[config.mk]
export PLATFORM = sky130hd
export DESIGN_NAME = swm_ctrl
export DESIGN_NICKNAME = d
export VERILOG_FILES = /design/src/sv/swm_pkg.sv /design/src/sv/swm_ctrl.sv
export SDC_FILE = /design/constraint.sdc
export NUM_CORES = 1
export LEC_CHECK = 0
export ABC_AREA = 1
export BUFFER_PORTS_ARGS = -buffer_cell sky130_fd_sc_hd__buf_4
export CAP_MARGIN = 20
export CELL_PAD_IN_SITES_DETAIL_PLACEMENT = 2
export CELL_PAD_IN_SITES_GLOBAL_PLACEMENT = 2
export CORE_AREA = 10 10 47 49
export CTS_CLUSTER_SIZE = 14
export DETAILED_ROUTE_END_ITERATION = 8
export DIE_AREA = 0 0 57 59
export GPL_TIMING_DRIVEN = 0
export PLACE_DENSITY_LB_ADDON = 0.08
export RECOVER_POWER = 25
export SKIP_CTS_REPAIR_TIMING = 1
export SLEW_MARGIN = 20
export SYNTH_ARGS = -nofsm -noshare
export SYNTH_HDL_FRONTEND = slang
export SYNTH_SLANG_ARGS = --single-unit
[constraint.sdc]
create_clock -name clk -period 1.1 [get_ports clk]
set_clock_uncertainty 0.15 [all_clocks]
set_input_delay 0.22 -clock clk [delete_from_list [all_inputs] [get_ports clk]]
set_output_delay 0.22 -clock clk [all_outputs]
set_load 0.01 [all_outputs]
[src/sv/swm_pkg.sv]
// Shared types and codes for the min-tracking stack.
package swm_pkg;

  localparam int DataW = 32;

  localparam logic [1:0] OP_PUSH  = 2'd0;
  localparam logic [1:0] OP_POP   = 2'd1;
  localparam logic [1:0] OP_QUERY = 2'd2;

  localparam logic [1:0] ST_OK    = 2'd0;
  localparam logic [1:0] ST_EMPTY = 2'd1;
  localparam logic [1:0] ST_FULL  = 2'd2;

  // controller -> datapath
  typedef struct packed {
    logic accept;  // input transaction taken this cycle
    logic load;    // registered memory read data is valid
  } swm_cmd_t;

  // datapath -> controller
  typedef struct packed {
    logic pop_deep;  // current input is a pop that exposes a stored entry
  } swm_sts_t;

endpackage

[src/sv/swm_ctrl.sv]
// Control state machine: handshakes and sequencing of pop refills.
module swm_ctrl (
  input  logic              clk,
  input  logic              rst,
  input  logic              in_valid,
  output logic              in_ready,
  output logic              out_valid,
  input  logic              out_ready,
  input  swm_pkg::swm_sts_t sts,
  output swm_pkg::swm_cmd_t cmd
);

  typedef enum logic {
    S_IDLE,
    S_LOAD
  } state_t;

  state_t state;
  logic   accept;

  assign in_ready   = (state == S_IDLE) && (!out_valid || out_ready);
  assign accept     = in_valid && in_ready;
  assign cmd.accept = accept;
  assign cmd.load   = (state == S_LOAD);

  always_ff @(posedge clk) begin
    if (rst) begin
      state     <= S_IDLE;
      out_valid <= 1'b0;
    end else begin
      unique case (state)
        S_IDLE: begin
          if (accept) begin
            if (sts.pop_deep) begin
              // result waits for the new top's minimum from memory
              state     <= S_LOAD;
              out_valid <= 1'b0;
            end else begin
              out_valid <= 1'b1;
            end
          end else if (out_ready) begin
            out_valid <= 1'b0;
          end
        end
        S_LOAD: begin
          state     <= S_IDLE;
          out_valid <= 1'b1;
        end
        default: state <= S_IDLE;
      endcase
    end
  end

endmodule

==> flow_metrics.tcl, run 1 <==
set metrics [dict create \
    min_to "out_valid" \
    drt-pass1-iter-count 1 \
    fp.dieW_um 57 \
    ff2ff_setup_slack_ps 200 \
    final_hold_viol_count 0 \
    p_leak_nw 0.147 \
    ant_nets 0 \
    clk_pin_slew_worst_paths_ps 30 \
    grt.busiest_layer "met4" \
    path_max_fanout 3 \
    drtIter0Drc 0 \
    core_um2 1400 \
    grt_max_degree 4 \
    num_vias 151 \
    max_freq_mhz 790 \
    slew_headroom_pct 92.7 \
    overflow 0 \
    fin_ws_ps -166 \
    cts_buffer_depth 2 \
    synth_top_area_cell "dfxtp_1" \
    fin_crit_sh_pct 115 \
    cts_tree "done" \
    p_int_w 0.000243 \
    grt.met1_usage_pct 2.36 \
    synth.avg_cell_area_um2 6.52 \
    crit-reg2reg-launch "out_valid" \
    drive_above_1_share_pct 71.0 \
    io_buffers 8 \
    vias_per_cell 3.21 \
    grt_use_met2_pct 3.88 \
    finalCriticalPeriod_ps 1270 \
    p_sw_w 0.0000741 \
    r2r_cells 4 \
    postSynthNetCount 24 \
    yosysWarnings 0 \
    die_y_um 59 \
    endpoint_kind "output port" \
    syn_area_um2 124 \
    finalPower_w 0.000317 \
    cts_buffers 3 \
    gp_congestion 0.629 \
    hold_class "input pin to register" \
    p_comb_share_pct 24.1 \
    antenna_found_initial 0 \
    critPathRequiredTime_ps 730 \
    wl_um 450 \
    track_usage_pct 3.23 \
    syn_inst 19 \
    grt_pass1_wl_um 703 \
    hp-start "rst" \
    num-fill-cells 181 \
    p_per_area_nw_per_um2 1210 \
    grt_pass1_vias 179 \
    syn_to_final_growth_pct 112 \
    yosysTopAreaCellShare_pct 32.3 \
    final_max_slew_viol_count 0 \
    p_clk_share_pct 50.2 \
    p_seq_share_pct 25.6 \
    ioPinCount 9 \
    root_buffer "clkbuf_4" \
    met3_usage_pct 1.93 \
    wl_per_cell_um 9.57 \
    finalSetupViolCount 4 \
    criticalPathCategory "register to output port" \
    ys_ff_latch 2 \
    yosysSeqAreaShare_pct 32.3 \
    post-route-drc-count 0 \
    tns_ps -337 \
    clk-insertion-delay-late_ps 220 \
    status "finished with violations" \
    maxCapViolations 0 \
    synth_cell_type_count 8 \
    n_antenna_cell 0 \
    whs_path_depth 4 \
    rsz0062_at_grt "yes" \
    violations "setup timing" \
    switching_share_pct 23.4 \
    tightest_slew_ps 109 \
    die_area_um2 3360 \
    cts_sinks 2 \
    start_kind "register" \
    cts_max_level 1 \
    hpwlAfterDp_um 361 \
    nNetsFinal 38 \
    synthTopCellsByArea "dfxtp_1 32%, inv_1 21%, buf_4 12%, nand2_2 10%, nand2_1 9.1%" \
    r2r-end "state" \
    peakVddDrop_mv 0.216 \
    arrival_ps 900 \
    initial_core_util_pct 8.84 \
    num_rows 14 \
]
-- worst max-delay path by stage --
stage	startpoint	end	slack (ps)	depth (start not counted)
floorplan	out_valid	cmd[1]	50	4
global placement	out_ready	cmd[1]	-90	7
detailed placement	out_ready	cmd[1]	-100	7
CTS	out_valid	cmd[1]	-300	5
global route	out_valid	cmd[1]	-220	4
finish	out_valid	cmd[1]	-170	4
-- stage by stage --
step	hold slack (ps)	cell area, µm²	instances	worst slack, ps	utilization (%)
detailed placement	327	204	43	-99.1	14.6
finish	86.8	263	47	-166	18.8
CTS	90.1	226	46	-299	16.2
global route	115	263	47	-220	18.8
global placement	323	204	43	-88.6	14.6
floorplan	215	124	19	49.6	-
-- registers in the layout, indices dropped and copies added, names as in the netlist --
register,flops
out_valid,1
state,1
-- layout by cell type (no fill, tap or decap), drive strengths merged --
master and n:
clkbuf 3, buf 11, inv 7, nor3 1
dfxtp 2, nand3 1, nor2 1, nand2 5
-- metal layers --
metal  part of all wire [%]  wire length (µm)  vias to the layer above
met4                    5.1                23                        0
met2                     53               238                        7
li1                       -                 -                       74
met1                     36               164                       68
met5                      0                 0                        -
met3                    5.3                24                        2
-- critical path, stage by stage (launching register included) --
cell	delay [ps]
dfxtp_2	310
nand2_2	80
nand2_4	70
nor2_2	110
buf_6	110
-- cell type report --
| type | instances | area, µm² | area share, % |
|---|---|---|---|
| clock buffer | 3 | 22.5 | 8.57 |
| buffer | 1 | 11.3 | 4.29 |
| inverter | 7 | 26.3 | 10.0 |
| tap | 16 | 20.0 | 7.62 |
| multi-input combinational | 8 | 50.0 | 19.0 |
| timing repair buffer | 10 | 90.1 | 34.3 |
| sequential | 2 | 42.5 | 16.2 |
-- power by group through the flow --
stage          combinational, W  sequential [W]  clock, W
3_5_place_dp          0.0000618       0.0000810         0
2_1_floorplan         0.0000287       0.0000818         0
5_1_grt               0.0000853       0.0000817  0.000177
3_3_place_gp          0.0000609       0.0000806         0
4_1_cts               0.0000621       0.0000802  0.000170
6_report              0.0000766       0.0000813  0.000159
-- cells by family after synthesis --
kind of cell / count (synthesis) / synth area share (%)
buffers and inverters: 9 / 33.3
DFF: 2 / 32.3
and+or+nand+nor: 8 / 34.3
-- cell usage after synthesis --
cell type and number:
nand3_1 1, nand2_1 3, nand2_2 2, buf_4 2, nor2_1 1, inv_1 7
nor3_2 1, dfxtp_1 2
Power figures use the tool's default switching activity.
==> inputs of run 2 (changes only) <==
--- a/config.mk
+++ b/config.mk
@@ -11,6 +11,7 @@
 export CELL_PAD_IN_SITES_DETAIL_PLACEMENT = 2
 export CELL_PAD_IN_SITES_GLOBAL_PLACEMENT = 2
 export CORE_AREA = 10 10 47 49
+export CTS_BUF_LIST = sky130_fd_sc_hd__clkbuf_16
 export CTS_CLUSTER_SIZE = 14
 export DETAILED_ROUTE_END_ITERATION = 8
 export DIE_AREA = 0 0 57 59
==> flow_metrics.tcl, run 2 (same netlist as run 1, synthesis figures left out) <==
set metrics [dict create \
    maxCapViolations 0 \
    antenna_found_initial 0 \
    clk_pin_slew_worst_paths_ps 30 \
    arrival_ps 900 \
    vias_per_cell 3.26 \
    max_freq_mhz 790 \
    drtIter0Drc 0 \
    cts_max_level 1 \
    start_kind "register" \
    fin_crit_sh_pct 115 \
    cts_tree "done" \
    p_per_area_nw_per_um2 2220 \
    finalSetupViolCount 4 \
    criticalPathCategory "register to output port" \
    cts_sinks 2 \
    status "finished with violations" \
    n_antenna_cell 0 \
    post-route-drc-count 0 \
    track_usage_pct 3.32 \
    critPathRequiredTime_ps 730 \
    grt_pass1_wl_um 724 \
    num_vias 153 \
    place_area_um2 204 \
    wl_per_cell_um 9.87 \
    final_hold_viol_count 0 \
    tns_ps -331 \
    p_leak_nw 0.170 \
    finalPower_w 0.000700 \
    root_buffer "clkbuf_16" \
    mostFrequentLayoutCells "6 x buf_4, 5 x inv_1, 5 x buf_6" \
    whs_path_depth 4 \
    num_rows 14 \
    syn_to_final_growth_pct 155 \
    overflow 0 \
    cts_buffers 3 \
    fin_ws_ps -166 \
    wl_um 464 \
    fp.dieW_um 57 \
    final_cells 47 \
    die_area_um2 3360 \
    core_um2 1400 \
    final_max_slew_viol_count 0 \
    initial_core_util_pct 8.84 \
    io_buffers 8 \
    clk-insertion-delay-late_ps 220 \
    grt_pass1_vias 180 \
    path_max_fanout 3 \
    finalCriticalPeriod_ps 1270 \
    tightest_slew_ps 108 \
    nNetsFinal 38 \
    hpwlAfterDp_um 361 \
    gp_congestion 0.629 \
    grt_max_degree 4 \
    ant_nets 0 \
    endpoint_kind "output port" \
    cts_buffer_depth 2 \
    violations "setup timing" \
    placedCellCount 43 \
    drt-pass1-iter-count 1 \
    ioPinCount 9 \
    r2r_cells 4 \
    hold_class "input pin to register" \
    holdWs_ps 88.2 \
    top_regs "out_valid x1, state x1" \
    final_common_cell "buf_4" \
    peakVddDrop_mv 0.454 \
    rsz0062_at_grt "yes" \
    slew_headroom_pct 92.7 \
    die_y_um 59 \
    drive_above_1_share_pct 71.0 \
    design_area_um2 315 \
]
==> run 2: cell count changes in the layout (fill, tap and decap cells not counted) <==
| cell | previous run | this run |
|---|---|---|
| clkbuf_16 | 0 | 3 |
| clkbuf_4 | 3 | 0 |
==> run 2: metrics by stage <==
step                      utilization [%]  worst slack (ps)
after floorplan                         -              49.6
after global placement               14.6             -88.6
after detailed placement             14.6             -99.1
after CTS                            19.9              -286
after global routing                 22.5              -210
final                                22.5              -166
==> run 2: final cells by class <==
type | instances | area, µm²
plain buffers | 1 | 11.3
clock buffers | 3 | 75.1
fillers | 174 | 1090
inverters | 7 | 26.3
multi-input cells | 8 | 50.0
flip-flops and latches | 2 | 42.5
well taps | 16 | 20.0
repair buffers | 10 | 90.1
==> run 2: metal layers <==
layer  wire (µm)  global-route usage [%]
met1         187                    2.59
met2         230                    3.88
met3          20                    1.93
met4          25                    7.05
met5           0                       0
==> run 2: worst max-delay path, stage by stage (launching register included) <==
cell	delay [ps]
dfxtp_2	310
nand2_2	80
nand2_4	70
nor2_2	110
buf_6	110
==> run 2: final timing paths <==
| check | start | slack [ps] | end |
|---|---|---|---|
| hold / removal | rst | 90 | out_valid |
| hold reg to reg | state | 420 | out_valid |
| setup / recovery | out_valid | -170 | cmd[1] |
| setup reg to reg | out_valid | 200 | state |
==> run 2: power by group <==
| part | leakage, nW | total (W) | switching, W | internal (W) |
|---|---|---|---|---|
| Combinational | 0.116 | 0.0000765 | 0.0000318 | 0.0000447 |
| Clock | 0.0370 | 0.000542 | 0.0000800 | 0.000462 |
| Sequential | 0.0172 | 0.0000814 | 0.00000309 | 0.0000783 |
==> inputs of run 3 (changes only) <==
--- a/config.mk
+++ b/config.mk
@@ -5,7 +5,7 @@
 export SDC_FILE = /design/constraint.sdc
 export NUM_CORES = 1
 export LEC_CHECK = 0
-export ABC_AREA = 1
+export ABC_AREA = 0
 export BUFFER_PORTS_ARGS = -buffer_cell sky130_fd_sc_hd__buf_4
 export CAP_MARGIN = 20
 export CELL_PAD_IN_SITES_DETAIL_PLACEMENT = 2
==> flow_metrics.tcl, run 3 <==
set metrics [dict create \
    antenna_found_initial 0 \
    yosysWarnings 0 \
    p_int_w 0.000584 \
    final_hold_viol_count 0 \
    p_sw_w 0.000115 \
    grt_pass1_vias 152 \
    final_common_cell "buf_4" \
    fin_crit_sh_pct 121 \
    crit-reg2reg-launch "out_valid" \
    synth_ff_type "dfxtp_1" \
    yosysSeqAreaShare_pct 33.3 \
    r2r_cells 4 \
    p_comb_share_pct 9.9 \
    tns_ps -621 \
    hold_class "input pin to register" \
    slew_headroom_pct 87.3 \
    die_y_um 59 \
    cts_max_level 1 \
    wl_met1_um 177 \
    yosysTopAreaCellShare_pct 33.3 \
    regArea_um2 45.0 \
    n_antenna_cell 0 \
    io_buffers 8 \
    p_per_area_nw_per_um2 2180 \
    endpoint_kind "output port" \
    path_max_fanout 3 \
    async_reset_ff_share_pct 0 \
    cts_buffers 3 \
    drtIter0Drc 0 \
    cts_tree "done" \
    violations "setup timing" \
    track_usage_pct 3.19 \
    grt_max_degree 6 \
    r2r-end "state" \
    start_kind "register" \
    cpLargestDelayFamily "simple AND/OR/NAND/NOR gates" \
    ioPinCount 9 \
    max_freq_mhz 752 \
    p_seq_share_pct 11.5 \
    postSynthNetCount 17 \
    synth_common_cells "2 x buf_4, 2 x dfxtp_1" \
    drt-pass1-iter-count 1 \
    top_regs "out_valid x1, state x1" \
    finalSetupViolCount 5 \
    p_leak_nw 0.151 \
    cts_buffer_depth 2 \
    ys_ff_latch 2 \
    synth_cell_type_count 10 \
    root_buffer "clkbuf_16" \
    syn_area_um2 120 \
    switching_share_pct 16.5 \
    clk_pin_slew_worst_paths_ps 30 \
    peakVddDrop_mv 1.02 \
    met3WireLength_um 34 \
    critPathRequiredTime_ps 730 \
    synth_top_area_cell "dfxtp_1" \
    wl_um 477 \
    maxCapViolations 0 \
    cts_sinks 2 \
    post-route-drc-count 0 \
    num-fill-cells 173 \
    num_rows 14 \
    vias_per_cell 3.29 \
    synth-edff-count 0 \
    arrival_ps 960 \
    path_buf_inv 1 \
    cpPeakStageDelay_ps 300 \
    gp_congestion 0.570 \
    finalCriticalPeriod_ps 1330 \
    synthTopCellsByArea "dfxtp_1 33%, buf_4 13%, nor4b_2 13%, nor2b_4 11%, o31a_1 7.3%" \
    fp.dieW_um 57 \
    clk-insertion-delay-late_ps 220 \
    cpMaxStageDelayCell "dfxtp_2" \
    fin_ws_ps -230 \
    num_vias 138 \
    whs_path_depth 3 \
    final_max_slew_viol_count 0 \
    nNetsFinal 33 \
    rsz0062_at_grt "yes" \
    die_area_um2 3360 \
    grt_pass1_wl_um 690 \
    path_cells "nor2b_4 > nor3b_2 > buf_4" \
    hp-start "rst" \
    mostFrequentLayoutCells "12 x buf_4, 3 x clkbuf_16" \
    min_to "out_valid" \
    status "finished with violations" \
    synth.avg_cell_area_um2 10.0 \
    design_area_um2 320 \
    tightest_slew_ps 190 \
    overflow 0 \
    syn_inst 12 \
    place_area_um2 206 \
    core_um2 1400 \
    initial_core_util_pct 8.57 \
    ant_nets 0 \
    wl_per_cell_um 11.4 \
    highest_layer "met4" \
    drive_above_1_share_pct 80.8 \
    multi_input_area_um2 75.1 \
    criticalPathCategory "register to output port" \
    p_clk_share_pct 78.6 \
    dr_wl_met2_um 243 \
    ff2ff_setup_slack_ps -80 \
    syn_to_final_growth_pct 167 \
]
## run 3: changes by cell type in the layout (fill, tap and decap cells not counted), sizes merged
cell / change
buf: +2
inv: -6
nand2: -5
nand2b: +1
nand3: -1
nor2b: +2
nor3: -1
nor3b: +1
nor4b: +1
o31a: +1
## run 3: through the flow
| step | power (W) | utilization (%) | setup WS (ps) | std cells | hold slack, ps |
|---|---|---|---|---|---|
| 2_1_floorplan | 0.000110 | - | 16.0 | 12 | 214 |
| 3_3_place_gp | 0.000143 | 14.7 | -96.7 | 36 | 330 |
| 3_5_place_dp | 0.000143 | 14.7 | -93.1 | 36 | 333 |
| 4_1_cts | 0.000699 | 20.1 | -322 | 39 | 105 |
| 5_1_grt | 0.000731 | 22.9 | -286 | 42 | 108 |
| 6_report | 0.000699 | 22.9 | -230 | 42 | 93.6 |
## run 3: worst register-to-register path, stage by stage, from the launching register on
cell and delay (ps):
dfxtp_2 300, nor2b_4 130, buf_4 130, buf_4 130, nor4b_4 240
## run 3: cells by family (layout without fill, tap and decap cells)
kind of cell	after synthesis	after routing	share of synthesized area, %
AO/OA/AOI/OAI	1	1	7.29
buffers and inverters	3	17	15.6
AND/OR/NAND/NOR	6	6	43.7
flip-flops	2	2	33.3
## run 3: worst max path at each step
stage / start / endpoint / slack, ps / cells after the start
floorplan: out_valid / cmd[1] / 20 / 3
global placement: out_ready / cmd[1] / -100 / 5
finish: out_valid / cmd[1] / -230 / 3
detailed placement: out_ready / cmd[1] / -90 / 5
CTS: out_valid / cmd[1] / -320 / 4
global route: out_valid / cmd[1] / -290 / 3
## run 3: area by class of cell
class	instances	share of cell area [%]
timing repair buffer	12	29.3
buffer	1	2.34
tap	16	6.25
clock buffer	3	23.4
sequential	2	14.1
multi-input combinational	7	23.4
inverter	1	1.17
## run 3: power by group through the flow
| stage | Combinational, W | Sequential (W) | Clock, W |
|---|---|---|---|
| floorplan | 0.0000270 | 0.0000834 | 0 |
| global placement | 0.0000602 | 0.0000826 | 0 |
| detailed placement | 0.0000605 | 0.0000826 | 0 |
| CTS | 0.0000609 | 0.0000817 | 0.000557 |
| global route | 0.0000748 | 0.0000814 | 0.000575 |
| finish | 0.0000691 | 0.0000802 | 0.000550 |
## run 3: per-layer routing
layer | vias to the layer above | GRT usage, %
met4 | 0 | 5.03
met3 | 3 | 2.58
li1 | 67 | -
met5 | - | 0
met2 | 7 | 4.34
met1 | 61 | 2.23
